$ cat src/sv/bdq_pkg.sv
// Shared types and constants for the bounded deque with search.
// Operation kinds, status codes, field widths and controller/datapath structs.
// No dependencies.
package bdq_pkg;

    localparam int DEPTH_DEF = 16;

    localparam int KIND_W   = 3;
    localparam int VALUE_W  = 32;
    localparam int STATUS_W = 2;
    localparam int POS_W    = 4;
    localparam int COUNT_W  = 5;

    localparam logic [KIND_W-1:0] K_PUSH_BACK  = 3'd0;
    localparam logic [KIND_W-1:0] K_PUSH_FRONT = 3'd1;
    localparam logic [KIND_W-1:0] K_POP_BACK   = 3'd2;
    localparam logic [KIND_W-1:0] K_POP_FRONT  = 3'd3;
    localparam logic [KIND_W-1:0] K_FIND       = 3'd4;
    localparam logic [KIND_W-1:0] K_SIZE       = 3'd5;
    localparam logic [KIND_W-1:0] K_REVERSE    = 3'd6;

    localparam logic [STATUS_W-1:0] ST_OK        = 2'd0;
    localparam logic [STATUS_W-1:0] ST_EMPTY     = 2'd1;
    localparam logic [STATUS_W-1:0] ST_FULL      = 2'd2;
    localparam logic [STATUS_W-1:0] ST_NOT_FOUND = 2'd3;

    // controller -> datapath
    typedef struct packed {
        logic exec;        // operation without a scan, result loads at this edge
        logic scan_start;  // find on a non-empty queue begins
        logic scan_load;   // scan finished, load find result
    } t_cmd;

    // datapath -> controller
    typedef struct packed {
        logic cnt_zero;
        logic scan_done;
    } t_sts;

endpackage

$ cat src/sv/bdq_in_if.sv
// Request channel: valid/ready handshake carrying one deque operation.
// Depends on bdq_pkg.
interface bdq_in_if;
    import bdq_pkg::*;

    logic                      valid;
    logic                      ready;
    logic [KIND_W-1:0]         kind;
    logic signed [VALUE_W-1:0] value;

    modport source (output valid, output kind, output value, input ready);
    modport sink   (input valid, input kind, input value, output ready);
endinterface

$ cat src/sv/bdq_out_if.sv
// Response channel: valid/ready handshake carrying one operation result.
// Depends on bdq_pkg.
interface bdq_out_if;
    import bdq_pkg::*;

    logic                valid;
    logic                ready;
    logic [STATUS_W-1:0] status;
    logic                found;
    logic [POS_W-1:0]    position;
    logic [COUNT_W-1:0]  count;

    modport source (output valid, output status, output found, output position,
                    output count, input ready);
    modport sink   (input valid, input status, input found, input position,
                    input count, output ready);
endinterface

$ cat src/sv/bdq_datapath.sv
// Datapath: ring store memory, front/count/direction registers, find scan
// pipeline (address stage, registered read, compare) and result registers.
// Depends on bdq_pkg.
module bdq_datapath #(
    parameter int DEPTH = bdq_pkg::DEPTH_DEF
) (
    input  logic                               i_clk,
    input  logic                               i_rst_n,
    input  logic [bdq_pkg::KIND_W-1:0]         i_kind,
    input  logic signed [bdq_pkg::VALUE_W-1:0] i_value,
    input  bdq_pkg::t_cmd                      i_cmd,
    output bdq_pkg::t_sts                      o_sts,
    output logic [bdq_pkg::STATUS_W-1:0]       o_status,
    output logic                               o_found,
    output logic [bdq_pkg::POS_W-1:0]          o_position,
    output logic [bdq_pkg::COUNT_W-1:0]        o_count
);
    import bdq_pkg::*;

    localparam int IDX_W = $clog2(DEPTH);
    localparam int CNT_W = $clog2(DEPTH + 1);
    localparam logic [IDX_W:0]   DEPTH_X = (IDX_W+1)'(DEPTH);
    localparam logic [IDX_W-1:0] LAST_IDX = IDX_W'(DEPTH - 1);
    localparam logic [CNT_W-1:0] DEPTH_C = CNT_W'(DEPTH);

    logic [VALUE_W-1:0] mem [DEPTH];

    logic [IDX_W-1:0]    r_front, n_front;
    logic [CNT_W-1:0]    r_cnt, n_cnt;
    logic                r_rev, n_rev;
    logic [STATUS_W-1:0] r_status, n_status;
    logic                r_found;
    logic [POS_W-1:0]    r_pos;

    // scan pipeline
    logic [VALUE_W-1:0]  r_key;
    logic                r_addr_vld;
    logic [IDX_W-1:0]    r_addr_idx;
    logic [IDX_W-1:0]    r_scan_addr;
    logic                r_data_vld;
    logic [IDX_W-1:0]    r_data_idx;
    logic [VALUE_W-1:0]  r_rd_data;

    logic                wr_en;
    logic [IDX_W-1:0]    wr_addr;
    logic [IDX_W:0]      tail_sum, last_sum;
    logic [IDX_W-1:0]    tail_addr, last_addr, front_inc, front_dec, step_addr;
    logic [CNT_W-1:0]    cnt_m1;
    logic                full, at_tail, match, data_last, addr_last;

    assign full      = (r_cnt == DEPTH_C);
    assign cnt_m1    = r_cnt - 1'b1;
    assign tail_sum  = {1'b0, r_front} + (IDX_W+1)'(r_cnt);
    assign tail_addr = (tail_sum >= DEPTH_X) ? IDX_W'(tail_sum - DEPTH_X) : IDX_W'(tail_sum);
    assign last_sum  = {1'b0, r_front} + (IDX_W+1)'(cnt_m1);
    assign last_addr = (last_sum >= DEPTH_X) ? IDX_W'(last_sum - DEPTH_X) : IDX_W'(last_sum);
    assign front_inc = (r_front == LAST_IDX) ? '0 : r_front + 1'b1;
    assign front_dec = (r_front == '0) ? LAST_IDX : r_front - 1'b1;

    // reversed scan walks the ring backward from the physical tail
    always_comb begin
        if (r_rev) begin
            step_addr = (r_scan_addr == '0) ? LAST_IDX : r_scan_addr - 1'b1;
        end else begin
            step_addr = (r_scan_addr == LAST_IDX) ? '0 : r_scan_addr + 1'b1;
        end
    end

    assign match     = r_data_vld && (r_rd_data == r_key);
    assign data_last = r_data_vld && (CNT_W'(r_data_idx) == cnt_m1);
    assign addr_last = (CNT_W'(r_addr_idx) == cnt_m1);

    assign o_sts.cnt_zero  = (r_cnt == '0);
    assign o_sts.scan_done = match || data_last;

    always_comb begin
        n_front  = r_front;
        n_cnt    = r_cnt;
        n_rev    = r_rev;
        n_status = ST_OK;
        wr_en    = 1'b0;
        wr_addr  = tail_addr;
        at_tail  = 1'b0;
        case (i_kind)
            K_PUSH_BACK, K_PUSH_FRONT: begin
                at_tail = (i_kind == K_PUSH_BACK) ^ r_rev;
                if (full) begin
                    n_status = ST_FULL;
                end else if (at_tail) begin
                    wr_en = 1'b1;
                    n_cnt = r_cnt + 1'b1;
                end else begin
                    wr_en   = 1'b1;
                    wr_addr = front_dec;
                    n_front = front_dec;
                    n_cnt   = r_cnt + 1'b1;
                end
            end
            K_POP_BACK, K_POP_FRONT: begin
                at_tail = (i_kind == K_POP_BACK) ^ r_rev;
                if (r_cnt == '0) begin
                    n_status = ST_EMPTY;
                end else if (at_tail) begin
                    n_cnt = cnt_m1;
                end else begin
                    n_front = front_inc;
                    n_cnt   = cnt_m1;
                end
            end
            K_FIND:    n_status = ST_NOT_FOUND;  // exec only sees find on empty
            K_REVERSE: n_rev    = ~r_rev;
            default:   n_status = ST_OK;
        endcase
        if (!i_cmd.exec) begin
            wr_en = 1'b0;
        end
    end

    always_ff @(posedge i_clk) begin
        if (wr_en) begin
            mem[wr_addr] <= i_value;
        end
    end

    always_ff @(posedge i_clk) begin
        r_rd_data <= mem[r_scan_addr];
    end

    always_ff @(posedge i_clk) begin
        if (!i_rst_n) begin
            r_front <= '0;
            r_cnt   <= '0;
            r_rev   <= 1'b0;
        end else if (i_cmd.exec) begin
            r_front <= n_front;
            r_cnt   <= n_cnt;
            r_rev   <= n_rev;
        end
    end

    always_ff @(posedge i_clk) begin
        if (!i_rst_n) begin
            r_addr_vld <= 1'b0;
            r_data_vld <= 1'b0;
        end else if (i_cmd.scan_start) begin
            r_addr_vld <= 1'b1;
            r_data_vld <= 1'b0;
        end else if (i_cmd.scan_load) begin
            r_addr_vld <= 1'b0;
            r_data_vld <= 1'b0;
        end else begin
            r_addr_vld <= r_addr_vld && !addr_last;
            r_data_vld <= r_addr_vld;
        end
    end

    always_ff @(posedge i_clk) begin
        if (i_cmd.scan_start) begin
            r_key       <= i_value;
            r_addr_idx  <= '0;
            r_scan_addr <= r_rev ? last_addr : r_front;
        end else if (r_addr_vld) begin
            r_addr_idx  <= r_addr_idx + 1'b1;
            r_scan_addr <= step_addr;
        end
        r_data_idx <= r_addr_idx;
    end

    always_ff @(posedge i_clk) begin
        if (i_cmd.exec) begin
            r_status <= n_status;
            r_found  <= 1'b0;
            r_pos    <= '0;
        end else if (i_cmd.scan_load) begin
            r_status <= match ? ST_OK : ST_NOT_FOUND;
            r_found  <= match;
            r_pos    <= match ? POS_W'(r_data_idx) : '0;
        end
    end

    assign o_status   = r_status;
    assign o_found    = r_found;
    assign o_position = r_pos;
    assign o_count    = COUNT_W'(r_cnt);

    a_cnt_bound: assert property (@(posedge i_clk) disable iff (!i_rst_n)
        r_cnt <= DEPTH_C)
        else $error("element count exceeds depth");

    a_data_in_range: assert property (@(posedge i_clk) disable iff (!i_rst_n)
        r_data_vld |-> (CNT_W'(r_data_idx) < r_cnt))
        else $error("scan compares beyond stored elements");

    a_scan_init: assert property (@(posedge i_clk) disable iff (!i_rst_n)
        i_cmd.scan_start |=> (r_addr_vld && !r_data_vld && r_addr_idx == '0))
        else $error("scan pipeline not primed on start");
endmodule

$ cat src/sv/bdq_ctrl.sv
// Controller: idle/scan state machine, handshake control and result valid.
// Depends on bdq_pkg.
module bdq_ctrl (
    input  logic                       i_clk,
    input  logic                       i_rst_n,
    input  logic                       i_in_valid,
    input  logic [bdq_pkg::KIND_W-1:0] i_kind,
    input  logic                       i_out_ready,
    input  bdq_pkg::t_sts              i_sts,
    output logic                       o_in_ready,
    output logic                       o_out_valid,
    output bdq_pkg::t_cmd              o_cmd
);
    import bdq_pkg::*;

    typedef enum logic [1:0] {
        S_IDLE = 2'b01,
        S_SCAN = 2'b10
    } t_state;

    t_state r_state, n_state;
    logic   r_out_valid, n_out_valid;
    logic   accept, is_find;

    assign o_in_ready = (r_state == S_IDLE) && (!r_out_valid || i_out_ready);
    assign accept     = i_in_valid && o_in_ready;
    assign is_find    = (i_kind == K_FIND);

    assign o_cmd.exec       = accept && !(is_find && !i_sts.cnt_zero);
    assign o_cmd.scan_start = accept && is_find && !i_sts.cnt_zero;
    assign o_cmd.scan_load  = (r_state == S_SCAN) && i_sts.scan_done;

    always_comb begin
        n_state     = r_state;
        n_out_valid = r_out_valid && !i_out_ready;
        case (r_state)
            S_IDLE: begin
                if (o_cmd.exec) begin
                    n_out_valid = 1'b1;
                end
                if (o_cmd.scan_start) begin
                    n_state = S_SCAN;
                end
            end
            S_SCAN: begin
                if (i_sts.scan_done) begin
                    n_state     = S_IDLE;
                    n_out_valid = 1'b1;
                end
            end
            default: begin
                n_state = S_IDLE;
            end
        endcase
    end

    always_ff @(posedge i_clk) begin
        if (!i_rst_n) begin
            r_state     <= S_IDLE;
            r_out_valid <= 1'b0;
        end else begin
            r_state     <= n_state;
            r_out_valid <= n_out_valid;
        end
    end

    assign o_out_valid = r_out_valid;

    a_scan_no_result: assert property (@(posedge i_clk) disable iff (!i_rst_n)
        (r_state == S_SCAN) |-> !r_out_valid)
        else $error("result pending while a find scan runs");

    a_scan_enter: assert property (@(posedge i_clk) disable iff (!i_rst_n)
        o_cmd.scan_start |=> (r_state == S_SCAN))
        else $error("find did not enter scan");

    a_scan_finish: assert property (@(posedge i_clk) disable iff (!i_rst_n)
        o_cmd.scan_load |=> (r_state == S_IDLE && r_out_valid))
        else $error("scan end did not present a result");
endmodule

$ cat src/sv/bounded_deque_with_search_core.sv
// Bounded double-ended queue of signed 32-bit values held in a DEPTH-entry
// ring memory, with push/pop at either end, size, reverse and find. Push, pop,
// size, reverse and find on an empty queue complete without a scan, and a new
// request is taken in the same cycle the previous response is taken. Find
// walks the stored elements from the logical front through one memory read
// port with a registered read, stopping at the first match or after the last
// stored element. No clearing pass is needed after reset; memory contents are
// read only where written.
// Depends on bdq_pkg, bdq_in_if, bdq_out_if, bdq_ctrl and bdq_datapath.
module bounded_deque_with_search_core #(
    parameter int DEPTH = bdq_pkg::DEPTH_DEF
) (
    input  logic     i_clk,
    input  logic     i_rst_n,
    bdq_in_if.sink   i_req,
    bdq_out_if.source o_rsp
);
    import bdq_pkg::*;

    t_cmd cmd;
    t_sts sts;

    bdq_ctrl u_ctrl (
        .i_clk       (i_clk),
        .i_rst_n     (i_rst_n),
        .i_in_valid  (i_req.valid),
        .i_kind      (i_req.kind),
        .i_out_ready (o_rsp.ready),
        .i_sts       (sts),
        .o_in_ready  (i_req.ready),
        .o_out_valid (o_rsp.valid),
        .o_cmd       (cmd)
    );

    bdq_datapath #(
        .DEPTH (DEPTH)
    ) u_datapath (
        .i_clk      (i_clk),
        .i_rst_n    (i_rst_n),
        .i_kind     (i_req.kind),
        .i_value    (i_req.value),
        .i_cmd      (cmd),
        .o_sts      (sts),
        .o_status   (o_rsp.status),
        .o_found    (o_rsp.found),
        .o_position (o_rsp.position),
        .o_count    (o_rsp.count)
    );
endmodule
$ cat src/flat_wrapper.sv
// flat-port wrapper written by rule: the top's interface ports become plain ports
module bounded_deque_with_search_core_flat import bdq_pkg::*;
#(
    parameter int DEPTH = bdq_pkg::DEPTH_DEF
)
  (i_clk, i_rst_n, i_req_valid, i_req_kind, i_req_value, i_req_ready, o_rsp_valid, o_rsp_status, o_rsp_found, o_rsp_position, o_rsp_count, o_rsp_ready);
  bdq_in_if i_req_i ();
  bdq_out_if o_rsp_i ();
  input  logic i_clk;
  input  logic i_rst_n;
  input wire logic [$bits(i_req_i.valid)-1:0] i_req_valid;
  input wire logic [$bits(i_req_i.kind)-1:0] i_req_kind;
  input wire logic [$bits(i_req_i.value)-1:0] i_req_value;
  output wire logic [$bits(i_req_i.ready)-1:0] i_req_ready;
  output wire logic [$bits(o_rsp_i.valid)-1:0] o_rsp_valid;
  output wire logic [$bits(o_rsp_i.status)-1:0] o_rsp_status;
  output wire logic [$bits(o_rsp_i.found)-1:0] o_rsp_found;
  output wire logic [$bits(o_rsp_i.position)-1:0] o_rsp_position;
  output wire logic [$bits(o_rsp_i.count)-1:0] o_rsp_count;
  input wire logic [$bits(o_rsp_i.ready)-1:0] o_rsp_ready;
  assign i_req_i.valid = i_req_valid;
  assign i_req_i.kind = i_req_kind;
  assign i_req_i.value = i_req_value;
  assign i_req_ready = i_req_i.ready;
  assign o_rsp_valid = o_rsp_i.valid;
  assign o_rsp_status = o_rsp_i.status;
  assign o_rsp_found = o_rsp_i.found;
  assign o_rsp_position = o_rsp_i.position;
  assign o_rsp_count = o_rsp_i.count;
  assign o_rsp_i.ready = o_rsp_ready;
  bounded_deque_with_search_core #(.DEPTH(DEPTH)) u_core (.i_clk(i_clk), .i_rst_n(i_rst_n), .i_req(i_req_i), .o_rsp(o_rsp_i));
endmodule
$ cat config.mk
export PLATFORM = sky130hd
export DESIGN_NAME = bounded_deque_with_search_core_flat
export DESIGN_NICKNAME = d
export VERILOG_FILES = /design/src/sv/bdq_pkg.sv /design/src/sv/bdq_in_if.sv /design/src/sv/bdq_out_if.sv /design/src/sv/bdq_datapath.sv /design/src/sv/bdq_ctrl.sv /design/src/sv/bounded_deque_with_search_core.sv /design/src/flat_wrapper.sv
export SDC_FILE = /design/constraint.sdc
export NUM_CORES = 1
export LEC_CHECK = 0
export ABC_AREA = 1
export BUFFER_PORTS_ARGS = -buffer_cell sky130_fd_sc_hd__buf_4
export CAP_MARGIN = 20
export CORE_ASPECT_RATIO = 1.1
export CORE_MARGIN = 2
export CORE_UTILIZATION = 45
export CTS_CLUSTER_DIAMETER = 150
export DETAILED_ROUTE_END_ITERATION = 16
export GPL_TIMING_DRIVEN = 0
export SYNTH_ARGS = -nofsm -noshare
export SYNTH_HDL_FRONTEND = slang
export SYNTH_SLANG_ARGS = --single-unit
$ cat constraint.sdc
create_clock -name i_clk -period 3.8 [get_ports i_clk]
set_input_delay 0 -clock i_clk [delete_from_list [all_inputs] [get_ports i_clk]]
set_output_delay 0 -clock i_clk [all_outputs]
set_load 0.02 [all_outputs]
==> metrics.md, run 1 <==
| Metric | Value |
|---|---|
| Mapped Cells | 1947 |
| Port bufs | 52 |
| Synth Cell Area | 24300 µm² |
| NetSw | 0.00318 W |
| Vias per inst | 5.42 |
| Sequential share of power | 51.8% |
| Crit-path slowest cell | nor2_4 |
| H-tree depth | 2 |
| Pin count of the biggest net entering global routing | 26 |
| Hold path startpoint | i_req_valid |
| Synth area leaders | edfxtp_1 (68%), nand2_1 (7.3%), dfxtp_1 (4.9%) |
| Post-Place Cell Area | 26200 µm² |
| DRC viols | 0 |
| CP Cell Sequence | clkbuf_2 > inv_1 > ha_1 > inv_1 > nor3_4 > inv_2 > nor2_2 > inv_2 > nand3_4 > nand2_1 > o21ai_1 > nor2_1 > nand2_1 > nor2_4 > buf_16 |
| VDD IR-drop max | 0.337 mV |
| Arrival time at the worst endpoint | 3.80 ns |
| Internal power | 0.0113 W |
| Layout cell share with drive strength beyond 1 | 11.6% |
| Clk_lat worst skew | 0.63 ns |
| Die Area | 56000 µm² |
| Buf/Inv on CP | 6 |
| Area of the core | 53600 µm² |
| Outcome | finished clean |
| CTS max path bufs | 3 |
| WHS Path Cells | 3 |
| Initial antenna violation count | 0 |
| Ys flop type | edfxtp_1 |
| Per-cell routed wire length | 21.9 µm |
| Starting Density | 45.4% |
| DR iter-0 viols | 1553 |
| #FFs+latches synth | 610 |
| Post-synth top area cell | edfxtp_1 |
| Hold Crit Class | input pin to flip-flop |
| Vias in the first global route | 15280 |
| Die width | 226 µm |
| Post-synthesis sequential area ratio | 72.8% |
| Number of synthesized flops with an enable pin | 550 |
| Post-synth cell types | 45 |
| Leak | 10.3 nW |
| CTS Root Cell | clkbuf_16 |
| Max Cap Violations | 0 |
| Setup bufs post-CTS | 0 |
| Critical path class | flip-flop to flip-flop |
| Wire length of the first global-routing pass | 94200 µm |
| RSZ-0062 raised after global routing | false |
| Most common cell after layout, fill and taps aside | edfxtp_1 |
| Final #Nets | 2175 |
| Worst Skew | 0.0264 ns |
| Syn_area_per_cell | 12.5 µm² |
| Post-route ant nets | 0 |
| GR Overflow Total | 0 |
| Final Cell Area | 28600 µm² |
| Area growth syn-to-layout | 17.5% |
| Pre-Repair DR Iteration Count | 5 |
| Fin crit share | 91.2% |
| Routability cong. | 0.817 |
| Final hold violation count | 0 |
| Largest delay share family, worst path | simple AND/OR/NAND/NOR gates |
| R2R Path End | u_core.u_datapath.mem[12][4] |
| Relative slew margins | 33.5% |
| CTS tree | done |
| Clock power share | 41.9% |
| Pwr per Cell Area | 507 nW/µm² |
| I/O pin count | 53 |
| Launch point of the worst reg-to-reg path | u_core.u_datapath.o_count[0] |
| Hold Path End | u_core.u_datapath.r_key[3] |
| Die H | 248 µm |
| FMAX | 288 MHz |
| CTS Buf Count | 58 |
| Hpwl dp | 41700 µm |
| Setup crit start | u_core.u_datapath.o_count[0] |
| CP Max Fanout | 21 |
| Sw frac | 21.9% |
| Final Max Tran Viols | 0 |
| Critical path endpoint category | flip-flop |
| Ant. Diodes | 0 |
| Worst slew pin tran | 0.994 ns |
| Pwr Total | 0.0145 W |
| Ys Warns | 0 |
| Comb power frac | 6.3% |
| Most frequent cells in the layout | edfxtp_1 (550), nand2_1 (473), a21oi_1 (163) |
| Clk sink count | 610 |
| Slowest cell delay on critical path | 0.85 ns |
| Rows | 89 |
| Post-synth ARST share | 0% |
| Clock Pin Slew Worst Setup and Hold Paths | 0.06 ns |
| Synth top area share | 67.9% |
| Syn_nets | 2003 |
| WL final | 63300 µm |
| Tmin final | 3.47 ns |
| Worst r2r path cells | 15 |
| R2R setup slack | 0.33 ns |
| Req. time, crit path | 4.13 ns |
| Worst setup SP type | flip-flop |
| Via count | 15700 |
| Setup-failing EPs final | 0 |
| Tot GR Track Use | 22.9% |
==> sequential cells by signal, indices dropped and copies added (netlist names) <==
register,flops
u_core.u_datapath.o_status,2
u_core.u_datapath.r_front,4
u_core.u_datapath.r_key,32
u_core.u_datapath.r_rd_data,32
u_core.u_datapath.r_addr_vld,1
u_core.u_datapath.r_scan_addr,4
u_core.u_datapath.o_position,4
u_core.u_datapath.o_found,1
u_core.u_ctrl.r_state,2
u_core.u_datapath.r_addr_idx,4
u_core.u_datapath.r_rev,1
u_core.u_datapath.o_count,5
u_core.u_ctrl.o_out_valid,1
u_core.u_datapath.r_data_idx,4
u_core.u_datapath.r_data_vld,1
u_core.u_datapath.mem,512
==> Yosys cell counts, drive strengths merged, types with 2 or more instances <==
| cell | n |
|---|---|
| nor2 | 54 |
| a31oi | 49 |
| a32o | 64 |
| dfxtp | 60 |
| buf | 47 |
| nand2 | 481 |
| edfxtp | 550 |
| xor2 | 17 |
| nand4 | 4 |
| nor3 | 5 |
| o21ai | 94 |
| nand3 | 93 |
| o21a | 3 |
| xnor2 | 11 |
| fa | 2 |
| or2 | 3 |
| a21oi | 165 |
| o211ai | 18 |
| ha | 15 |
| inv | 155 |
| clkbuf | 49 |
| o22ai | 2 |
==> repair_timing <==
item,in CTS,in global routing
endpoints found under the hold margin,565,0
hold buffers,42,0
gates resized for setup,0,0
==> logic make-up (layout without fill, tap and decap cells) <==
kind of cell | after synthesis | count (layout) | share of synthesized area, %
buffers and inverters | 252 | 473 | 4.17
AOI/OAI and AO/OA | 398 | 398 | 10.1
xor gates and xnor gates | 28 | 28 | 1.01
adders and majority gates | 17 | 17 | 0.936
DFF | 610 | 610 | 72.8
and+or+nand+nor | 642 | 642 | 11.0
==> per-layer routing <==
layer	wire length (µm)	GRT usage [%]	share of wire [%]
met5	0	0	0
met1	26500	30.9	42
met4	1720	7.46	2.7
met3	4370	2.83	6.9
met2	30700	38.6	49
==> power groups by stage <==
stage	Sequential, W	Clock [W]	Combinational (W)
4_1_cts	0.00752	0.00613	0.000919
2_1_floorplan	0.00765	0	0.000499
3_5_place_dp	0.00766	0	0.000880
5_1_grt	0.00753	0.00639	0.00101
3_3_place_gp	0.00766	0	0.000819
6_report	0.00752	0.00608	0.000917
==> per-stage QoR <==
step	setup WS, ns	std cells	hold slack (ns)	TNS [ns]	util (%)
final	0.334	2896	0.0209	0	53.4
after global routing	0.0900	2896	0.0293	0	53.4
after CTS	0.299	2896	0.0000607	0	53.4
after detailed placement	0.333	2745	0.282	0	48.9
after global placement	-1.56	2727	0.280	-715.21	47.9
after floorplan	0.200	1947	0.0989	0	-
==> worst max-delay path by stage <==
| stage | to | depth (start not counted) |
|---|---|---|
| 6_report | u_core.u_datapath.mem[12][4] | 15 |
| 5_1_grt | u_core.u_datapath.mem[12][4] | 15 |
| 4_1_cts | u_core.u_datapath.mem[12][5] | 14 |
| 3_5_place_dp | u_core.u_datapath.mem[12][13] | 14 |
| 3_3_place_gp | u_core.u_datapath.mem[12][13] | 13 |
| 2_1_floorplan | u_core.u_datapath.mem[1][0] | 14 |
==> tightest hold or removal path, delay by kind of cell <==
family | cells | cell delay (ns)
buffers and inverters | 1 | 0.11
and+or+nand+nor | 2 | 0.35
==> area by class of cell <==
class,count,area (µm²)
sequential,610,17700
fill,4473,25000
inverter,156,591
multi-input combinational,1085,5730
tap,728,911
timing repair buffer,112,1220
buffer,96,424
clock inverter,27,344
clock buffer,82,1660
Power figures use the tool's default switching activity.
==> run 2, diff against run 1 <==
MAX_ROUTING_LAYER = met4   (was not set)
==> metrics.md, run 2 (synthesis results as in run 1) <==
| Metric | Value |
|---|---|
| Outcome | finished clean |
| Die Area | 56000 µm² (unchanged) |
| R2R setup slack | 0.32 ns (about the same) |
| Vias in the first global route | 15237 (-0.28%) |
| Worst slew pin tran | 0.998 ns (+0.00352 ns) |
| Vias per inst | 5.47 (+0.92%) |
| Tmin final | 3.48 ns (+0.0130 ns) |
| Port bufs | 52 (unchanged) |
| Leak | 10.3 nW (unchanged) |
| Final #Nets | 2175 (unchanged) |
| Clk_lat worst skew | 0.63 ns (about the same) |
| Clock Pin Slew Worst Setup and Hold Paths | 0.06 ns (about the same) |
| Sw frac | 22.0% (+0.054 points) |
| Worst r2r path cells | 15 (unchanged) |
| Hpwl dp | 41700 µm (unchanged) |
| CTS Root Cell | clkbuf_16 |
| Post-Place Cell Area | 26200 µm² (unchanged) |
| Post_cts resized | 0 (unchanged) |
| Area of the core | 53600 µm² (unchanged) |
| VDD IR-drop max | 0.338 mV (+0.21%) |
| Die width | 226 µm (unchanged) |
| Hold Crit Class | input pin to flip-flop |
| Fin crit share | 91.6% (+0.34 points) |
| Biggest register | u_core.u_datapath.mem |
| Crit-path slowest cell | nor2_4 |
| Die H | 248 µm (unchanged) |
| Initial antenna violation count | 0 (unchanged) |
| GR Overflow Total | 0 (unchanged) |
| DR iter-0 viols | 1500 (-3.4%) |
| CP Cell Sequence | clkbuf_2 > inv_1 > ha_1 > inv_1 > nor3_4 > inv_2 > nor2_2 > inv_2 > nand3_4 > nand2_1 > o21ai_1 > nor2_1 > nand2_1 > nor2_4 > buf_16 |
| Starting Density | 45.4% (unchanged) |
| Max reg flops | 512 (unchanged) |
| Final Max Tran Viols | 0 (unchanged) |
| WL final | 63300 µm (about the same) |
| CTS Buf Count | 58 (unchanged) |
| Ant. Diodes | 0 (unchanged) |
| WHS Path Cells | 3 (unchanged) |
| Comb power frac | 6.3% (about the same) |
| CTS tree | done |
| Post-Place Worst Slack | 0.333 ns (unchanged) |
| CTS max path bufs | 3 (unchanged) |
| Sequential share of power | 51.8% (about the same) |
| Post-route ant nets | 0 (unchanged) |
| Layout cell share with drive strength beyond 1 | 11.6% (unchanged) |
| Critical path class | flip-flop to flip-flop |
| Max Cap Violations | 0 (unchanged) |
| DRC viols | 0 (unchanged) |
| Req. time, crit path | 4.13 ns (about the same) |
| Worst setup SP type | flip-flop |
| R2R Path End | u_core.u_datapath.mem[12][4] |
| Util after Layout | 53.4% (unchanged) |
| Pwr per Cell Area | 508 nW/µm² (about the same) |
| Clock power share | 41.9% (about the same) |
| Final hold violation count | 0 (unchanged) |
| Most common cell after layout, fill and taps aside | edfxtp_1 |
| Buf/Inv on CP | 6 (unchanged) |
| Slowest cell delay on critical path | 0.85 ns (about the same) |
| H-tree depth | 2 (unchanged) |
| Relative slew margins | 33.3% (-0.24 points) |
| Final Cell Area | 28600 µm² (unchanged) |
| Largest delay share family, worst path | simple AND/OR/NAND/NOR gates |
| Internal power | 0.0113 W (about the same) |
| NetSw | 0.00319 W (+0.31%) |
| Launch point of the worst reg-to-reg path | u_core.u_datapath.o_count[0] |
| Final std cells w/o fill | 2896 (unchanged) |
| Pin count of the biggest net entering global routing | 26 (unchanged) |
| Clk sink count | 610 (unchanged) |
| Placed Cells | 2745 (unchanged) |
| FILL cells | 4473 (unchanged) |
| Routability cong. | 0.829 (+1.5%) |
| Rows | 89 (unchanged) |
| Final hold slack | 0.0214 ns (+0.000444 ns) |
| Tot GR Track Use | 23.6% (+0.74 points) |
| Hold path startpoint | i_req_valid |
| Per-cell routed wire length | 21.9 µm (about the same) |
| Setup ws final | 0.321 ns (-0.0130 ns) |
| FMAX | 287 MHz (-0.37%) |
| Arrival time at the worst endpoint | 3.81 ns (about the same) |
| I/O pin count | 53 (unchanged) |
| Critical path endpoint category | flip-flop |
| RSZ-0062 raised after global routing | false |
| Most frequent cells in the layout | edfxtp_1 (550), nand2_1 (473), a21oi_1 (163) |
| Area growth syn-to-layout | 17.5% (unchanged) |
| Pre-Repair DR Iteration Count | 6 (+1) |
| Via count | 15844 (+0.92%) |
| Setup-failing EPs final | 0 (unchanged) |
| Largest regs | u_core.u_datapath.mem: 512 flops, u_core.u_datapath.r_key: 32 flops, u_core.u_datapath.r_rd_data: 32 flops |
| Wire length of the first global-routing pass | 94300 µm (about the same) |
| Hold Path End | u_core.u_datapath.r_key[3] |
| CP Max Fanout | 21 (unchanged) |
| Worst Skew | 0.0247 ns (-0.00162 ns) |
==> run 2: how the worst max path moves through the flow <==
stage | start | to | slack [ns] | depth (start not counted)
floorplan | u_core.u_datapath.o_count[0] | u_core.u_datapath.mem[1][0] | 0.20 | 14
global placement | u_core.u_datapath.o_count[0] | u_core.u_datapath.mem[12][13] | -1.56 | 13
detailed placement | u_core.u_datapath.o_count[0] | u_core.u_datapath.mem[12][13] | 0.33 | 14
CTS | u_core.u_datapath.o_count[0] | u_core.u_datapath.mem[12][5] | 0.30 | 14
global route | u_core.u_datapath.o_count[0] | u_core.u_datapath.mem[12][4] | 0.09 | 15
finish | u_core.u_datapath.o_count[0] | u_core.u_datapath.mem[12][4] | 0.32 | 15
==> run 2: routing by layer <==
layer	vias to the layer above	wire (µm)	global-route usage, %
met4	0	1820	7.46
met5	-	0	-
met1	7815	26600	31.1
met3	115	4140	2.83
li1	7300	-	-
met2	614	30800	38.5
==> run 2: final cells by class <==
class	count	area, µm²	share of cell area (%)
multi-input combinational	1085	5730	20.0
sequential	610	17700	61.9
clock inverter	27	344	1.20
timing repair buffer	112	1220	4.28
tap	728	911	3.18
buffer	96	424	1.48
inverter	156	591	2.06
clock buffer	82	1660	5.81
==> run 2: power groups by stage <==
stage	Combinational, W	Clock [W]	Sequential, W
after detailed placement	0.000880	0	0.00766
after global routing	0.00101	0.00640	0.00753
after global placement	0.000819	0	0.00766
after floorplan	0.000499	0	0.00765
final	0.000918	0.00608	0.00752
after CTS	0.000919	0.00613	0.00752
==> run 2: worst reg2reg max path, stage by stage (launching register included) <==
cell and delay, ns:
dfxtp_1 0.40, clkbuf_2 0.24, inv_1 0.13, ha_1 0.23, inv_1 0.11, nor3_4 0.05, inv_2 0.06, nor2_2 0.05
inv_2 0.07, nand3_4 0.11, nand2_1 0.10, o21ai_1 0.13, nor2_1 0.16, nand2_1 0.26, nor2_4 0.86, buf_16 0.25
==> run 2: through the flow <==
stage                     total power, W  setup TNS [ns]
final                             0.0145               0
after global routing              0.0149               0
after global placement           0.00848         -715.21
after CTS                         0.0146               0
after floorplan                  0.00815               0
after detailed placement         0.00854               0
==> run 2: timing repair <==
item | 4_1_cts | 5_1_grt
setup endpoints to repair | 0 | 0
hold buffers | 42 | 0
setup buffers | 0 | 0
endpoints found under the hold margin | 565 | 0
==> run 3, diff against run 2 <==
CORE_UTILIZATION = 38   (was 45)
==> metrics.md, run 3 (synthesis results as in run 1) <==
| Metric | Value |
|---|---|
| Most frequent cells in the layout | edfxtp_1 (550), nand2_1 (473), a21oi_1 (163) |
| NetSw | 0.00327 W (+2.5%) |
| Comb power frac | 6.4% (about the same) |
| CTS tree | done |
| Ant. Diodes | 0 (unchanged) |
| Leak | 10.3 nW (about the same) |
| Largest regs | u_core.u_datapath.mem: 512 flops, u_core.u_datapath.r_key: 32 flops, u_core.u_datapath.r_rd_data: 32 flops |
| Internal power | 0.0110 W (-2.5%) |
| WL final | 64300 µm (+1.6%) |
| Req. time, crit path | 4.13 ns (about the same) |
| Area of the core | 63500 µm² (+19%) |
| Final Cell Area | 28700 µm² (+0.32%) |
| Clk_lat worst skew | 0.66 ns (+0.03 ns) |
| Tot GR Track Use | 19.9% (-3.6 points) |
| Most common cell after layout, fill and taps aside | edfxtp_1 |
| Initial antenna violation count | 0 (unchanged) |
| Starting Density | 38.3% (-7.1 points) |
| Max reg flops | 512 (unchanged) |
| Grt met2 use | 32.7% (-5.8 points) |
| Tmin final | 3.51 ns (+0.0277 ns) |
| Worst slew pin tran | 0.953 ns (-0.0446 ns) |
| Slowest cell delay on critical path | 0.74 ns (-0.11 ns) |
| GR Overflow Total | 0 (unchanged) |
| Post-Place Cell Area | 26300 µm² (+0.49%) |
| Post-route ant nets | 0 (unchanged) |
| FMAX | 285 MHz (-0.79%) |
| Hold Crit Class | input pin to flip-flop |
| Setup-failing EPs final | 0 (unchanged) |
| VDD IR-drop max | 0.339 mV (+0.27%) |
| Vias per inst | 5.27 (-3.6%) |
| Critical path class | flip-flop to flip-flop |
| Outcome | finished clean |
| Util after Layout | 45.2% (-8.2 points) |
| Relative slew margins | 36.4% (+3.1 points) |
| DRC viols | 0 (unchanged) |
| Crit-path slowest cell | nor2_4 |
| DR iter-0 viols | 1688 (+13%) |
| CTS max path bufs | 3 (unchanged) |
| Max Cap Violations | 0 (unchanged) |
| CP Max Fanout | 17 (-19%) |
| Clk sink count | 610 (unchanged) |
| Met1 Use GR | 25.8% (-5.3 points) |
| Die H | 269 µm (+8.7%) |
| Worst setup SP type | flip-flop |
| Fin crit share | 92.3% (+0.73 points) |
| Rows | 97 (+9.0%) |
| Worst Skew | 0.0405 ns (+0.0158 ns) |
| Final hold violation count | 0 (unchanged) |
| Setup bufs post-CTS | 0 (unchanged) |
| CTS Buf Count | 59 (+1.7%) |
| Pre-Repair DR Iteration Count | 8 (+2) |
| Arrival time at the worst endpoint | 3.83 ns (+0.02 ns) |
| Wire length of the first global-routing pass | 96200 µm (+2.1%) |
| Per-cell routed wire length | 21.4 µm (-2.3%) |
| Critical path endpoint category | flip-flop |
| Post_cts resized | 0 (unchanged) |
| Via count | 15875 (+0.20%) |
| Layout cell share with drive strength beyond 1 | 11.9% (+0.31 points) |
| Die Area | 66100 µm² (+18%) |
| CP Cell Sequence | clkbuf_2 > inv_1 > ha_1 > inv_1 > nor3_4 > nand2_2 > nand2_2 > inv_2 > nor2_8 > inv_2 > nor2_4 > nand3_1 > nor2_4 > buf_16 |
| Hpwl dp | 42800 µm (+2.7%) |
| RSZ-0062 raised after global routing | false |
| Sw frac | 22.9% (+0.87 points) |
| Die width | 245 µm (+8.7%) |
| Final Max Tran Viols | 0 (unchanged) |
| Port bufs | 52 (unchanged) |
| I/O pin count | 53 (unchanged) |
| Final #Nets | 2176 (+0.046%) |
| Area growth syn-to-layout | 17.9% |
| Vias in the first global route | 15541 (+2.0%) |
| Routability cong. | 0.843 (+1.8%) |
| GR Layer Usage met3 | 2.97% (+0.14 points) |
| Biggest register | u_core.u_datapath.mem |
| Most used routing layer | met2 |
| Pwr per Cell Area | 499 nW/µm² (-1.7%) |
| Sequential share of power | 52.5% (+0.7 points) |
| Clock power share | 41.1% (-0.8 points) |
| CTS Root Cell | clkbuf_16 |
| Pin count of the biggest net entering global routing | 22 (-15%) |
| H-tree depth | 2 (unchanged) |
| Clock Pin Slew Worst Setup and Hold Paths | 0.06 ns (about the same) |
-- run 3: metal layers --
layer  vias to the layer above  wire, µm
li1                       7292         -
met1                      7899     27100
met2                       566     31700
met3                       118      4000
met4                         0      1550
met5                         -         0
-- run 3: stage by stage --
step,TNS (ns),power [W],std cells,hold slack (ns),setup WS (ns)
2_1_floorplan,0,0.00815,1947,0.0989,0.200
3_5_place_dp,0,0.00854,2857,0.277,0.309
6_report,0,0.0143,3011,0.200,0.293
4_1_cts,0,0.0144,3011,0.160,0.299
3_3_place_gp,-750.05,0.00848,2840,0.274,-1.60
5_1_grt,0,0.0148,3011,0.204,0.0978
-- run 3: layout make-up --
| class | instances | area (µm²) |
|---|---|---|
| buffer | 96 | 424 |
| sequential | 610 | 17700 |
| timing repair buffer | 112 | 1220 |
| multi-input combinational | 1085 | 5730 |
| inverter | 156 | 591 |
| clock inverter | 36 | 344 |
| fill | 5568 | 34800 |
| clock buffer | 75 | 1620 |
| tap | 841 | 1050 |
-- run 3: path summary, 6_finish.rpt --
check                           depth (start not counted)                            start  slack [ns]                               to
worst max register to register                         14     u_core.u_datapath.o_count[0]        0.29     u_core.u_datapath.mem[15][3]
worst min register to register                          0  u_core.u_datapath.r_addr_idx[3]        0.35  u_core.u_datapath.r_data_idx[3]
worst max-delay path                                   14     u_core.u_datapath.o_count[0]        0.29     u_core.u_datapath.mem[15][3]
worst min-delay path                                    2                  i_req_value[19]        0.20     u_core.u_datapath.mem[5][19]
-- run 3: critical path, delay by kind of cell, from the launching register on --
kind	cells	cell delay [ns]
adders and majority gates	1	0.19
buffers and inverters	6	0.89
and+or+nand+nor	7	1.77
DFF	1	0.35
-- run 3: timing repair --
item                                   4_1_cts  5_1_grt
hold buffers                                43        0
setup endpoints to repair                    0        0
endpoints found under the hold margin      576        0
-- run 3: power groups by stage --
stage | Clock, W | Sequential [W] | Combinational, W
floorplan | 0 | 0.00765 | 0.000499
detailed placement | 0 | 0.00766 | 0.000878
CTS | 0.00596 | 0.00752 | 0.000919
global placement | 0 | 0.00766 | 0.000814
global route | 0.00624 | 0.00753 | 0.00101
finish | 0.00588 | 0.00752 | 0.000919
